--- src/rtl/bmm_pkg.sv ---
`timescale 1ns / 1ps
package bmm_pkg;

  localparam int JOB_LANES            = 16;
  localparam int JOB_W                = 4;
  localparam int STACK_SLOTS          = JOB_LANES + 1;
  localparam int SP_W                 = 5;
  localparam int CNT_W                = 5;
  localparam int DEFAULT_MAX_VERTICES = 16;
  localparam logic [CNT_W-1:0] JOB_COUNT_RESET = 5'd16;

  typedef enum logic [2:0] {
    ST_IDLE,
    ST_START,
    ST_ROOT,
    ST_SCAN,
    ST_PUSH,
    ST_POP,
    ST_ROLL,
    ST_DONE
  } state_t;

  typedef enum logic [2:0] {
    OP_NONE,
    OP_ROOT,
    OP_SCAN,
    OP_PUSH,
    OP_POP,
    OP_ROLL,
    OP_FINISH
  } op_t;

  typedef struct packed {
    op_t  op;
    logic row_wr;
  } cmd_t;

  typedef struct packed {
    logic more_workers;
    logic cand_any;
    logic job_free;
    logic sp_one;
    logic stack_full;
    logic out_free;
  } status_t;

  // index of the lowest set bit, zero when none
  function automatic logic [JOB_W-1:0] lowest_bit(input logic [JOB_LANES-1:0] v);
    logic [JOB_W-1:0] idx;
    idx = '0;
    for (int i = JOB_LANES - 1; i >= 0; i--) begin
      if (v[i]) idx = JOB_W'(i);
    end
    return idx;
  endfunction

endpackage

--- src/rtl/bipartite_max_matching_core.sv ---
`timescale 1ns / 1ps
// maximum bipartite matching core (augmenting-path search, explicit stack)
// s_axis: one worker row per transfer; tdata bit j set when the worker can do
//   job j, tlast marks the final row and starts the search
// m_axis: one transfer per graph carrying the number of matched pairs
// cfg: writes job_count, the number of jobs in use; take it only while idle
// rows load at one per cycle while idle; rows past MAX_VERTICES are dropped,
//   though a dropped last row still starts the search
// after the last row the core runs the search with s_axis_tready low:
//   per worker a start and a root state fetch its row, then each job tried
//   takes a scan state, plus a push, pop or rollback state for each such
//   step; the row memory and stack memory ports (one read per cycle,
//   registered) set this pace; each job is tried at most once per worker
// result passes the done state into the output register; the graph is then
//   cleared and the next row starts a new graph
// a stalled result holds in the output register; new rows are still taken,
//   but the next search waits to hand over its count until it is taken
// reset (rst, synchronous) clears the graph and sets job_count to 16
module bipartite_max_matching_core
  import bmm_pkg::*;
#(
  parameter int MAX_VERTICES = DEFAULT_MAX_VERTICES
) (
  input  logic             clk,
  input  logic             rst,
  input  logic             s_axis_tvalid,
  output logic             s_axis_tready,
  input  logic [15:0]      s_axis_tdata,   // row_bits[15:0]
  input  logic             s_axis_tlast,   // last_row
  output logic             m_axis_tvalid,
  input  logic             m_axis_tready,
  output logic [7:0]       m_axis_tdata,   // match_count[4:0], zero fill [7:5]
  input  logic             cfg_valid,
  output logic             cfg_ready,
  input  logic [CNT_W-1:0] cfg_data        // job_count
);

  cmd_t             cmd;
  status_t          status;
  logic [CNT_W-1:0] out_count;

  // register writes are always taken
  assign cfg_ready = 1'b1;

  bmm_ctrl u_ctrl (
    .clk       (clk),
    .rst       (rst),
    .row_valid (s_axis_tvalid),
    .row_last  (s_axis_tlast),
    .row_ready (s_axis_tready),
    .status    (status),
    .cmd       (cmd)
  );

  bmm_datapath #(
    .MAX_VERTICES (MAX_VERTICES)
  ) u_datapath (
    .clk       (clk),
    .rst       (rst),
    .cmd       (cmd),
    .status    (status),
    .row_bits  (s_axis_tdata),
    .cfg_wr    (cfg_valid),
    .cfg_value (cfg_data),
    .out_valid (m_axis_tvalid),
    .out_ready (m_axis_tready),
    .out_count (out_count)
  );

  // result packed in the low bits, zero fill to the byte
  assign m_axis_tdata = {3'b000, out_count};

endmodule

--- src/rtl/bmm_ctrl.sv ---
`timescale 1ns / 1ps
module bmm_ctrl
  import bmm_pkg::*;
(
  input  logic    clk,
  input  logic    rst,
  input  logic    row_valid,
  input  logic    row_last,
  output logic    row_ready,
  input  status_t status,
  output cmd_t    cmd
);

  state_t state, state_next;

  always_ff @(posedge clk) begin
    if (rst) begin
      state <= ST_IDLE;
    end else begin
      state <= state_next;
    end
  end

  always_comb begin
    state_next = state;
    case (state)
      ST_IDLE: begin
        if (row_valid && row_last) state_next = ST_START;
      end
      ST_START: begin
        state_next = status.more_workers ? ST_ROOT : ST_DONE;
      end
      ST_ROOT: begin
        state_next = ST_SCAN;
      end
      ST_SCAN: begin
        if (!status.cand_any) begin
          state_next = status.sp_one ? ST_START : ST_POP;
        end else if (status.job_free) begin
          state_next = status.sp_one ? ST_START : ST_ROLL;
        end else if (!status.stack_full) begin
          state_next = ST_PUSH;
        end
      end
      ST_PUSH: begin
        state_next = ST_SCAN;
      end
      ST_POP: begin
        state_next = ST_SCAN;
      end
      ST_ROLL: begin
        if (status.sp_one) state_next = ST_START;
      end
      ST_DONE: begin
        if (status.out_free) state_next = ST_IDLE;
      end
      default: begin
        state_next = ST_IDLE;
      end
    endcase
  end

  always_comb begin
    row_ready  = 1'b0;
    cmd.row_wr = 1'b0;
    cmd.op     = OP_NONE;
    case (state)
      ST_IDLE: begin
        row_ready  = 1'b1;
        cmd.row_wr = row_valid;
      end
      ST_START: cmd.op = OP_NONE;
      ST_ROOT:  cmd.op = OP_ROOT;
      ST_SCAN:  cmd.op = OP_SCAN;
      ST_PUSH:  cmd.op = OP_PUSH;
      ST_POP:   cmd.op = OP_POP;
      ST_ROLL:  cmd.op = OP_ROLL;
      ST_DONE: begin
        if (status.out_free) cmd.op = OP_FINISH;
      end
      default: cmd.op = OP_NONE;
    endcase
  end

endmodule

--- src/rtl/bmm_datapath.sv ---
`timescale 1ns / 1ps
module bmm_datapath
  import bmm_pkg::*;
#(
  parameter int MAX_VERTICES = DEFAULT_MAX_VERTICES
) (
  input  logic                 clk,
  input  logic                 rst,
  input  cmd_t                 cmd,
  output status_t              status,
  input  logic [JOB_LANES-1:0] row_bits,
  input  logic                 cfg_wr,
  input  logic [CNT_W-1:0]     cfg_value,
  output logic                 out_valid,
  input  logic                 out_ready,
  output logic [CNT_W-1:0]     out_count
);

  localparam int AW      = (MAX_VERTICES > 1) ? $clog2(MAX_VERTICES) : 1;
  localparam int RW      = $clog2(MAX_VERTICES + 1);
  localparam int JOB_CAP = (MAX_VERTICES < JOB_LANES) ? MAX_VERTICES : JOB_LANES;

  typedef struct packed {
    logic [JOB_LANES-1:0] row;
    logic [AW-1:0]        worker;
    logic [CNT_W-1:0]     next;
    logic [JOB_W-1:0]     job;
  } frame_t;

  // stored adjacency rows
  logic [JOB_LANES-1:0] edge_mem [MAX_VERTICES];
  logic [JOB_LANES-1:0] edge_rd;
  logic [AW-1:0]        edge_rd_addr;

  // search stack
  frame_t               stk_mem [STACK_SLOTS];
  frame_t               stk_rd;
  frame_t               stk_wr_data;
  logic                 stk_wr;
  logic [SP_W-1:0]      stk_rd_addr;
  logic [SP_W-1:0]      stk_wr_addr;

  logic [RW-1:0]        rows_loaded;
  logic [RW-1:0]        worker_idx;
  logic [CNT_W-1:0]     job_count;
  logic [CNT_W-1:0]     jobs_eff;
  logic [CNT_W-1:0]     pairs;
  logic [SP_W-1:0]      sp;
  logic [JOB_LANES-1:0] top_row;
  logic [AW-1:0]        top_worker;
  logic [CNT_W-1:0]     top_next;
  logic [JOB_LANES-1:0] visited;
  logic [JOB_LANES-1:0] owner_valid;
  logic [AW-1:0]        owner [JOB_LANES];

  logic [JOB_LANES-1:0] window;
  logic [JOB_LANES-1:0] cand;
  logic [JOB_W-1:0]     sel_job;
  logic [AW-1:0]        sel_owner;
  logic                 sel_free;
  logic                 sp_one;
  logic                 stack_full;

  assign jobs_eff = (job_count > CNT_W'(JOB_CAP)) ? CNT_W'(JOB_CAP) : job_count;

  always_comb begin
    for (int j = 0; j < JOB_LANES; j++) begin
      window[j] = (CNT_W'(j) >= top_next) && (CNT_W'(j) < jobs_eff);
    end
  end

  assign cand       = top_row & ~visited & window;
  assign sel_job    = lowest_bit(cand);
  assign sel_owner  = owner[sel_job];
  assign sel_free   = !owner_valid[sel_job];
  assign sp_one     = (sp == SP_W'(1));
  assign stack_full = (sp == SP_W'(STACK_SLOTS));

  assign status.more_workers = (worker_idx < rows_loaded);
  assign status.cand_any     = |cand;
  assign status.job_free     = sel_free;
  assign status.sp_one       = sp_one;
  assign status.stack_full   = stack_full;
  assign status.out_free     = !out_valid || out_ready;

  // row memory: write on load, read for a root or a pushed owner
  assign edge_rd_addr = (cmd.op == OP_SCAN) ? sel_owner : worker_idx[AW-1:0];

  always_ff @(posedge clk) begin
    if (cmd.row_wr && (rows_loaded < RW'(MAX_VERTICES))) begin
      edge_mem[rows_loaded[AW-1:0]] <= row_bits;
    end
    edge_rd <= edge_mem[edge_rd_addr];
  end

  // stack memory: push writes the current top, pop and rollback read below it
  assign stk_rd_addr        = sp - SP_W'(2);
  assign stk_wr_addr        = sp - SP_W'(1);
  assign stk_wr             = (cmd.op == OP_SCAN) && (|cand) && !sel_free && !stack_full;
  assign stk_wr_data.row    = top_row;
  assign stk_wr_data.worker = top_worker;
  assign stk_wr_data.next   = CNT_W'(sel_job) + CNT_W'(1);
  assign stk_wr_data.job    = sel_job;

  always_ff @(posedge clk) begin
    if (stk_wr) begin
      stk_mem[stk_wr_addr] <= stk_wr_data;
    end
    stk_rd <= stk_mem[stk_rd_addr];
  end

  always_ff @(posedge clk) begin
    if (rst) begin
      rows_loaded <= '0;
      worker_idx  <= '0;
      job_count   <= JOB_COUNT_RESET;
      pairs       <= '0;
      sp          <= '0;
      visited     <= '0;
      owner_valid <= '0;
      out_valid   <= 1'b0;
    end else begin
      if (cfg_wr) job_count <= cfg_value;
      if (cmd.op == OP_FINISH) begin
        out_valid <= 1'b1;
      end else if (out_valid && out_ready) begin
        out_valid <= 1'b0;
      end
      if (cmd.row_wr && (rows_loaded < RW'(MAX_VERTICES))) begin
        rows_loaded <= rows_loaded + RW'(1);
      end
      case (cmd.op)
        OP_ROOT: begin
          sp      <= SP_W'(1);
          visited <= '0;
        end
        OP_SCAN: begin
          if (|cand) begin
            visited[sel_job] <= 1'b1;
            if (sel_free) begin
              owner_valid[sel_job] <= 1'b1;
              if (sp_one) begin
                pairs      <= pairs + CNT_W'(1);
                worker_idx <= worker_idx + RW'(1);
              end else begin
                sp <= sp - SP_W'(1);
              end
            end else if (!stack_full) begin
              sp <= sp + SP_W'(1);
            end
          end else if (sp_one) begin
            worker_idx <= worker_idx + RW'(1);
            sp         <= '0;
          end else begin
            sp <= sp - SP_W'(1);
          end
        end
        OP_ROLL: begin
          owner_valid[stk_rd.job] <= 1'b1;
          if (sp_one) begin
            pairs      <= pairs + CNT_W'(1);
            worker_idx <= worker_idx + RW'(1);
          end else begin
            sp <= sp - SP_W'(1);
          end
        end
        OP_FINISH: begin
          rows_loaded <= '0;
          worker_idx  <= '0;
          pairs       <= '0;
          owner_valid <= '0;
        end
        default: begin
        end
      endcase
    end
  end

  // payload registers
  always_ff @(posedge clk) begin
    case (cmd.op)
      OP_ROOT: begin
        top_row    <= edge_rd;
        top_worker <= worker_idx[AW-1:0];
        top_next   <= '0;
      end
      OP_SCAN: begin
        if (|cand) begin
          if (sel_free) begin
            owner[sel_job] <= top_worker;
          end
          if (!sel_free && !stack_full) begin
            top_worker <= sel_owner;
            top_next   <= '0;
          end else begin
            top_next <= CNT_W'(sel_job) + CNT_W'(1);
          end
        end
      end
      OP_PUSH: begin
        top_row <= edge_rd;
      end
      OP_POP: begin
        top_row    <= stk_rd.row;
        top_worker <= stk_rd.worker;
        top_next   <= stk_rd.next;
      end
      OP_ROLL: begin
        owner[stk_rd.job] <= stk_rd.worker;
      end
      OP_FINISH: begin
        out_count <= pairs;
      end
      default: begin
      end
    endcase
  end

endmodule

--- config.mk ---
export PLATFORM = sky130hd
export DESIGN_NAME = bipartite_max_matching_core
export DESIGN_NICKNAME = d
export VERILOG_FILES = /design/src/rtl/bmm_pkg.sv /design/src/rtl/bipartite_max_matching_core.sv /design/src/rtl/bmm_ctrl.sv /design/src/rtl/bmm_datapath.sv
export SDC_FILE = /design/constraint.sdc
export NUM_CORES = 1
export LEC_CHECK = 0
export ABC_AREA = 1
export BUFFER_PORTS_ARGS = -buffer_cell sky130_fd_sc_hd__buf_2
export CAP_MARGIN = 20
export CORE_MARGIN = 2
export CORE_UTILIZATION = 40
export DETAILED_ROUTE_END_ITERATION = 7
export PLACE_DENSITY = 0.57
export RECOVER_POWER = 100
export SLEW_MARGIN = 20
export SYNTH_ARGS = -nofsm -noshare
export SYNTH_HDL_FRONTEND = slang
export SYNTH_SLANG_ARGS = --single-unit
--- constraint.sdc ---
create_clock -name clk -period 5.55 [get_ports clk]
set_input_delay 0.8325 -clock clk [delete_from_list [all_inputs] [get_ports clk]]
set_output_delay 0.8325 -clock clk [all_outputs]
set_load 0.005 [all_outputs]
Word level (Yosys, flattened, before mapping)
Memories as Yosys holds them, arrays and structs flattened. A register that Yosys moved wholly into a read port is not among the register bits.
Cells that the tools add are included.

storage, ports and cells
  memories = 3
  bits of input ports = 27
  flip-flop bits (word level) = 91
  RAM bits = 813

cells by class
  multiplexer cells = 79
  bitwise gates (word level) = 6
  order comparisons = 39
  reduce and logical (&&, ||, !) cells = 47
  equality and inequality tests = 24
  add/subtract/negate cells = 7

memories
  name                 depth  width  read ports  clocked after memory_dff  write ports  line                RTL
  u_datapath.stk_mem   17     29     1           1                         1            bmm_datapath.sv:36  frame_t stk_mem [STACK_SLOTS];
  u_datapath.edge_mem  16     16     1           1                         1            bmm_datapath.sv:31  logic [JOB_LANES-1:0] edge_mem [MAX_VERTICES];
  u_datapath.owner     16     4      1           0                         1            bmm_datapath.sv:54  logic [AW-1:0] owner [JOB_LANES];

operators by type and width
  operator                                                    count
  2-to-1 mux 4 bit                                            21
  2-to-1 mux 5 bit                                            14
  one-hot mux 16 bit (2 select lines)                         2
  one-hot mux 5 bit (3 select lines)                          4
  2-to-1 mux 16 bit                                           3
  bitwise OR 16 bit                                           3
  one-hot mux 16 bit (3 select lines)                         1
  >= comparator 4 x 5 -> 1 bit (first input constant)         8
  less-than comparator 4 x 5 -> 1 bit (first input constant)  8
  one-hot mux 3 bit (6 select lines)                          2
  bitwise AND 16 bit                                          2
  2-to-1 mux 3 bit                                            10
  logical AND 1 bit                                           25
  == test 3 bit (second input constant)                       7
  adder 5 x 1 -> 5 bit (second input constant)                4
  >= comparator 3 x 5 -> 1 bit (first input constant)         4
  less-than comparator 3 x 5 -> 1 bit (first input constant)  4
  2-to-1 mux 1 bit                                            18
  NOT 16 bit                                                  1
  OR reduction 16 bit                                         1
  == test 3 x 2 -> 1 bit (second input constant)              4
  one-hot mux 4 bit (3 select lines)                          1
  >= comparator 1 x 5 -> 1 bit (first input constant)         2
  >= comparator 2 x 5 -> 1 bit (first input constant)         2
  30 further kinds                                            51

Logic depth before layout (Yosys ltp)
Gate-level depths: netlist of the first run.

  depth in word-level cells = 29
  depth in mapped cells = 36
  gate-level depth less buffers = 34

By module
A second synthesis of the first run with hierarchy kept.

second synthesis, totals
  cells, all modules = 3,497
  area total of the unflattened synthesis = 39,583.0 um^2

by module, submodules not included
  module                       area an instance (um^2)  cells each  times used
  bmm_datapath                 39,201.3                 3,432       1
  bmm_ctrl                     344.1                    59          1
  bipartite_max_matching_core  37.5                     6           1

Worst setup path after synthesis of the first run
Ideal clock, no wire load.

  path type = register -> register
  start = register u_datapath.top_next[4]
  end = memory u_datapath.stk_mem[16][0] in the netlist's numbering, enable pin
  slack = -0.494 ns
  library setup time = 0.488 ns
  stages on the path, launching flop included = 20
  data arrival time = 5.556 ns
  buffers on the path = 0
  required time = 5.062 ns
  cell sequence = edfxtp_1 inv_1 nand2_1 nor3_1 inv_1 nor4_2 nor2_1 inv_2 nor2_1 nand2_1 inv_1 nor2_1 nand2_1 nand2_1 nor2_4 nor2_2 inv_2 nor2_2 nand2_1 nor4_1

on the way
  cells in the longest elaborated chain, start to end = 25
  elaborated cells between the ends (all ways) = 57
  classes of those cells = 16 x order compare; 20 x mux; 1 x bitwise; 20 x reduce/logical

ends and longest elaborated chain
  item                                      line                 RTL
  from (decl)                               bmm_datapath.sv:51   logic [CNT_W-1:0] top_next;
  from (signal assigned)                    bmm_datapath.sv:196  top_next <= CNT_W'(sel_job) + CNT_W'(1);
  from (signal assigned)                    bmm_datapath.sv:206  top_next <= stk_rd.next;
  >= comparator 4 x 5 -> 1 bit              bmm_datapath.sv:68   window[j] = (CNT_W'(j) >= top_next) && (CNT_W'(j) < jobs_eff);
  logical AND 1 bit                         bmm_datapath.sv:68
  bitwise AND 16 bit *                      bmm_datapath.sv:72   assign cand = top_row & ~visited & window;
  2-to-1 mux 4 bit (15 in a row)            bmm_pkg.sv:52        if (v[i]) idx = JOB_W'(i);
  2-to-1 mux 4 bit *                        bmm_pkg.sv:52
  named net u_datapath.sel_job[2]           bmm_datapath.sv:58   logic [JOB_W-1:0] sel_job;
  binary-select mux 1 bit (select 4 bit) *  bmm_datapath.sv:75   assign sel_free = !owner_valid[sel_job];
  2-to-1 mux 1 bit (implied by the code) *  bmm_datapath.sv:75
  logical AND 1 bit * (2 in a row)          bmm_datapath.sv:99   assign stk_wr = (cmd.op == OP_SCAN) && (|cand) && !sel_free && !stack_full;
  2-to-1 mux 1 bit *                        bmm_datapath.sv:106  if (stk_wr) begin
  2-to-1 mux 1 bit (implied by the code) *  bmm_datapath.sv:107  stk_mem[stk_wr_addr] <= stk_wr_data;
  to (decl)                                 bmm_datapath.sv:36

The timed path passes the listed nets; every way through them passes the cells marked *. The select of a mux whose other input is x is not followed.

Final worst setup path of the first run
  start = register u_datapath.top_row[15]
  end = memory u_datapath.stk_mem[16][10] in the netlist's numbering, enable pin

on the way
  cells in the longest elaborated chain, start to end = 24
  elaborated cells between the ends (all ways) = 26
  classes of those cells = 20 x mux; 2 x bitwise; 4 x reduce/logical

ends and longest elaborated chain
  item                                      line                 RTL
  from (decl)                               bmm_datapath.sv:49   logic [JOB_LANES-1:0] top_row;
  from (signal assigned)                    bmm_datapath.sv:183  top_row <= edge_rd;
  from (signal assigned)                    bmm_datapath.sv:201  top_row <= edge_rd;
  from (signal assigned)                    bmm_datapath.sv:204  top_row <= stk_rd.row;
  bitwise AND 16 bit * (2 in a row)         bmm_datapath.sv:72
  2-to-1 mux 4 bit (16 in a row)            bmm_pkg.sv:52
  binary-select mux 1 bit (select 4 bit)    bmm_datapath.sv:75
  2-to-1 mux 1 bit (implied by the code)    bmm_datapath.sv:75
  logical AND 1 bit * (2 in a row)          bmm_datapath.sv:99
  2-to-1 mux 1 bit *                        bmm_datapath.sv:106
  2-to-1 mux 1 bit (implied by the code) *  bmm_datapath.sv:107

Every way passes the cells marked *; elsewhere a longest branch is shown, timed or not. The select of a mux whose other input is x is not followed.

==> flow_summary.ini, run 1 <==
[timing]
min_period_ns = 5.14
finalHoldViolations = 0
worst_slew_pin_slew_ns = 2.47
fin_setup_tns_ns = 0
slew_viol_final = 274
rsz0062_at_grt = false
post-route-period-util = 0.926
fmax_ghz = 0.195
fin_worst_skew_ns = 0.0310
slew_headroom = -0.655
setup_viol = 0

[power]
p_per_area_mw_per_mm2 = 496
p_leak_uw = 0.0156
ir_drop_mv = 0.437

[flow_run]
drv_cap = 11

[layout]
diodes = 0
final_util = 0.456
fill_cells = 8799
nNetsFinal = 3479
layout-drive-gt1-share = 0.0832
seq_area_mm2 = 0.0274
syn_to_final_growth_pct = 12.8
multi_input_area_mm2 = 0.00997
final_cell_mix = 843 x edfxtp_1, 506 x nand2_1, 423 x nand3_1
final_common_cell = edfxtp_1

[worst_setup_path]
startpoint_type = register
path_buf_inv = 3
worstSetupEndpointType = register
crit_path_max_fanout = 29
required_ns = 5.89
cp.arrival_ns = 5.47
cp_top_family = simple AND/OR/NAND/NOR gates
path_common_cell = nand2_1
crit_slowest_cell = edfxtp_1
slowest_delay_ns = 0.74
critical_path_class = register to register

[grt]
grt_first_pass_wirelength_um = 160000
grt_antenna_before_repair = 1
gr-total-overflow = 0
grt_start_max_net_pins = 130
grt_usage = 0.211
grt_pass1_vias = 25330

[clock_tree]
path_clk_slew_ns = 0.06
postCtsSetupBuffers = 0
cts_inserted_buffers = 95
holdBufCountCts = 0
post_cts_resized = 0
cts_tree = yes
clock-root-buffer = clkbuf_16
cts_max_path_buffers = 3
ctsHtreeMaxLevel = 3
clock-sinks = 949
clock_latency_ns = 0.68

[routing]
wl_per_cell_um = 22.2
dr.pass1.iters = 6
dr.first_iter.drc_count = 2611
viasPerCell = 5.49
routed_wl_um = 106000
route.detailed.drc = 0
antenna_left = 0
vias = 26286

[die]
start_util = 0.404
design.die.area_mm2 = 0.100
core_mm2 = 0.0969
io_pins = 38
rows = 114
die_x_um = 317
die_y_um = 317

[synthesis]
avgSynthCellArea_um2 = 11.5
synth_area_mm2 = 0.0391
seq_area_frac_synth = 0.701
synth_top_cell_by_area = edfxtp_1
ys_ff_latch = 949
yosysWarningCount = 0
syn_inst = 3407
ys_types = 51
synth.area.top_cells = edfxtp_1 65%, dfxtp_1 5.4%, nand3_1 5.4%, nand2_1 4.9%, nor2_1 3.8%
synth_top_cell_area_share = 0.647

[hold_path]
hold_path.class = register to register

[place]
place_hpwl_um = 58800
routabilityCongestion = 0.901
io_buffer_count = 33

[outcome]
outcome = finished, violations left
violations = capacitance limit, slew limit
synthesized netlist by cell type (all sizes together):
library cell and n:
edfxtp 843, nand2 511, nand3 423, nor2 402
o21ai 296, inv 279, clkbuf 124, o221ai 113
dfxtp 106, a21oi 73, buf 70, a31oi 32
ha 24, o211ai 20, nor3 17, mux2 16
o22ai 10, nand4 7, xor2 7, xnor2 5
nand3b 4, a211oi 3, clkinv 3, nor4 3
or2 3, conb 2, o21bai 2, a2111oi 1
a22oi 1, a31o 1, and3 1, nor2b 1
o2111ai 1, o211a 1, o31ai 1, o41ai 1
kinds of logic after synthesis:
logic type      count (synthesis)  share of synthesized area
fa+ha+maj                      24                    0.00767
buf+inv                       476                     0.0489
flops                         949                      0.701
simple gates                 1372                      0.148
compound gates                556                     0.0868
xor+xnor                       12                    0.00269
mux                            16                    0.00460
other cells                     2                   0.000192
power breakdown:
part | internal (uW) | switching (uW) | total (uW)
clock | 3920 | 2800 | 6720
sequential | 9060 | 544 | 9610
combinational | 1360 | 4200 | 5560
total | 14300 | 7550 | 21900
routing by layer:
metal	global-route usage	part of all wire	wire length, um	up-vias
met5	0	0	0	-
li1	-	-	-	12145
met4	0.0655	0.026	2780	0
met3	0.0261	0.065	6940	174
met1	0.299	0.44	46800	12992
met2	0.341	0.47	49800	975
worst reg2reg max path: cells and delay by family (launching register included):
| kind | cells | cell delay (ns) |
|---|---|---|
| buf+inv | 3 | 0.51 |
| flops | 1 | 0.74 |
| simple gates | 26 | 3.52 |
through the flow:
stage / cell area, um^2 / power, uW / hold WS (ns) / setup slack, ns / cells
after floorplan: 39200 / 13100 / 0.429 / 0.728 / 3409
after global placement: 41200 / 15300 / 0.444 / 0.672 / 4607
after detailed placement: 41200 / 15400 / 0.451 / 0.557 / 4607
after CTS: 44500 / 22100 / 0.430 / 0.502 / 4787
after global routing: 44100 / 22900 / 0.451 / 0.0374 / 4787
final: 44100 / 21900 / 0.456 / 0.412 / 4787
flip-flops by register name (all words and copies together), names as in the netlist, 16 cells and up:
signal / cells
u_datapath.stk_mem: 493
u_datapath.edge_mem: 256
u_datapath.owner: 64
u_datapath.stk_rd: 29
u_datapath.edge_rd: 16
u_datapath.owner_valid: 16
u_datapath.top_row: 16
u_datapath.visited: 16
final cells by class:
| cell class | instances | share of cell area |
|---|---|---|
| tap | 1276 | 0.0362 |
| multi-input combinational | 1984 | 0.226 |
| inverter | 282 | 0.0241 |
| timing repair buffer | 116 | 0.0174 |
| clock buffer | 116 | 0.0570 |
| clock inverter | 64 | 0.0177 |
| sequential | 949 | 0.622 |
worst paths after layout:
path | startpoint | slack, ns | cells past startpoint | endpoint
worst min-delay path | u_datapath.owner_valid[15]$_SDFFE_PP0P_ | 0.46 | 2 | u_datapath.owner_valid[15]$_SDFFE_PP0P_
worst max-delay path | u_datapath.top_row[15]$_DFFE_PP_ | 0.41 | 29 | u_datapath.stk_mem[16][10]$_DFFE_PP_
worst min register to register | u_datapath.owner_valid[15]$_SDFFE_PP0P_ | 0.46 | 2 | u_datapath.owner_valid[15]$_SDFFE_PP0P_
worst max register to register | u_datapath.top_row[15]$_DFFE_PP_ | 0.41 | 29 | u_datapath.stk_mem[16][10]$_DFFE_PP_
(Power assumes the default switching activity.)
==> inputs of run 2 (changes only) <==
--- a/config.mk
+++ b/config.mk
@@ -8,10 +8,10 @@
 export ABC_AREA = 1
 export BUFFER_PORTS_ARGS = -buffer_cell sky130_fd_sc_hd__buf_2
 export CAP_MARGIN = 20
-export CORE_MARGIN = 2
-export CORE_UTILIZATION = 40
+export CORE_UTILIZATION = 35
+export CTS_CLUSTER_SIZE = 8
 export DETAILED_ROUTE_END_ITERATION = 7
-export PLACE_DENSITY = 0.57
+export PLACE_DENSITY = 0.51
 export RECOVER_POWER = 100
 export SLEW_MARGIN = 20
 export SYNTH_ARGS = -nofsm -noshare
==> run 2 against run 1 <==
Compared with the run above:
- the run still ends with capacitance limit, slew limit left
- fmax is 0.30% higher
- critical path depth is 23 lower
- global-route usage is 1.5 points lower
- die area is 13% higher
- sequential power hardly changed
- hold slack worse by 0.058 ns
- clock skew is 0.0053 ns higher
- routed wire length is 4.2% higher
- clock power is 17% higher
- total power is 5.6% higher
- critical path type unchanged
- largest cell class unchanged
- highest routed layer unchanged
==> flow_summary.ini, run 2 (same netlist as run 1, synthesis figures left out) <==
[layout]
stdcell_count = 5085
nNetsFinal = 3536
largest_register_ffs = 493
syn_to_final_growth_pct = 15.9
final_cell_mix = 843 x edfxtp_1, 507 x nand2_1, 423 x nand3_1
layout-drive-gt1-share = 0.0832
fill_cells = 10655
regMostFlops = u_datapath.stk_mem
final_common_cell = edfxtp_1

[die]
core_mm2 = 0.111
die_x_um = 336
rows = 122
design.die.area_mm2 = 0.113
start_util = 0.353
io_pins = 38
die_y_um = 336

[routing]
viasPerCell = 5.14
dr.pass1.iters = 5
routed_wl_um = 111000
wl_per_cell_um = 21.8
route.detailed.drc = 0
antenna_left = 0
dr.first_iter.drc_count = 2227
vias = 26127

[timing]
rsz0062_at_grt = false
slew_headroom = -0.631
fmax_ghz = 0.195
setup_viol = 0
fin_worst_skew_ns = 0.0364
min_period_ns = 5.12
worst_slack_ns = 0.427
holdWs_ns = 0.398
worst_slew_pin_slew_ns = 2.44
slew_viol_final = 268
fin_setup_tns_ns = 0
post-route-period-util = 0.923
finalHoldViolations = 0

[place]
routabilityCongestion = 0.843
io_buffer_count = 33
placedCellCount = 4835
dp_slack_ns = 0.932
place_hpwl_um = 62300

[clock_tree]
postCtsSetupBuffers = 0
ctsHtreeMaxLevel = 4
cts_tree = yes
cts_max_path_buffers = 3
path_clk_slew_ns = 0.05
clock-sinks = 949
clock_latency_ns = 0.73
cts_inserted_buffers = 136
post_cts_resized = 0
clock-root-buffer = clkbuf_16
holdBufCountCts = 0

[power]
ir_drop_mv = 0.340
p_leak_uw = 0.0160
p_per_area_mw_per_mm2 = 510

[worst_setup_path]
required_ns = 6.03
startpoint_type = register
cp.arrival_ns = 5.60
critical_path_class = register to register
crit_path_max_fanout = 61
worstSetupEndpointType = register

[hold_path]
hold_path.class = input port to register

[grt]
grt_usage = 0.196
grt_first_pass_wirelength_um = 165000
grt_antenna_before_repair = 1
grt_start_max_net_pins = 191
gr-total-overflow = 0
grt_pass1_vias = 25104

[outcome]
outcome = finished, violations left
violations = capacitance limit, slew limit

[flow_run]
drv_cap = 10
==> run 2: changes by cell type in the layout (fill, tap and decap cells not counted), moves of 3 or more <==
cell        change
clkbuf_1       +82
nor2_2          -3
buf_6           -7
clkinv_1       -13
nor2_1          +5
clkinv_2       -22
buf_12         +11
clkbuf_8        -3
inv_6           +3
inv_2           -3
clkinvlp_4      -5
clkbuf_2        +8
clkbuf_16      +44
bufinv_16      -14
==> run 2: final timing paths <==
kind / from / endpoint / slack (ns) / depth (start not counted)
min: cfg_valid / u_datapath.job_count[4]$_SDFFE_PP1P_ / 0.40 / 2
max reg2reg: u_datapath.sp[1]$_SDFFE_PP0P_ / u_datapath.stk_rd[12]$_DFF_P_ / 0.43 / 6
max: u_datapath.sp[1]$_SDFFE_PP0P_ / u_datapath.stk_rd[12]$_DFF_P_ / 0.43 / 6
min reg2reg: u_datapath.owner_valid[0]$_SDFFE_PP0P_ / u_datapath.owner_valid[0]$_SDFFE_PP0P_ / 0.45 / 2
==> run 2: cell type report <==
cell class | instances | area (um^2) | area share
Antenna cell | 2 | 5.00 | 0.000110
Clock inverter | 11 | 188 | 0.00414
Clock buffer | 237 | 3880 | 0.0855
Multi-Input combinational cell | 1984 | 9950 | 0.219
Timing Repair Buffer | 132 | 973 | 0.0215
Tap cell | 1488 | 1860 | 0.0410
Sequential cell | 949 | 27400 | 0.605
Inverter | 282 | 1060 | 0.0234
==> run 2: per-stage QoR <==
step                       util  power [uW]  instance area [um^2]
after floorplan               -       13100                 39200
after global placement    0.376       15500                 41600
after detailed placement  0.376       15500                 41600
after CTS                 0.412       23400                 45700
after global routing      0.409       24200                 45400
final                     0.409       23100                 45400
==> run 2: power by group <==
part	leakage, uW	internal (uW)	switching (uW)
Clock	0.00193	4740	3110
Sequential	0.00847	9080	544
Combinational	0.00562	1420	4230
Total	0.0160	15200	7890
==> run 2: layer usage <==
layer | global-route usage | vias to the layer above | routed length, um
met3 | 0.0366 | 156 | 6360
met4 | 0.0627 | 0 | 2680
li1 | - | 12275 | -
met2 | 0.311 | 767 | 51600
met1 | 0.273 | 12929 | 50100
met5 | 0 | - | 0
==> run 2: worst max-delay path, stage by stage (launching register included) <==
cell and delay (ns):
dfxtp_1 0.30, inv_1 1.55, ha_1 0.61, clkbuf_2 1.46, o221ai_1 0.37, o211ai_1 0.20
a31oi_1 0.33
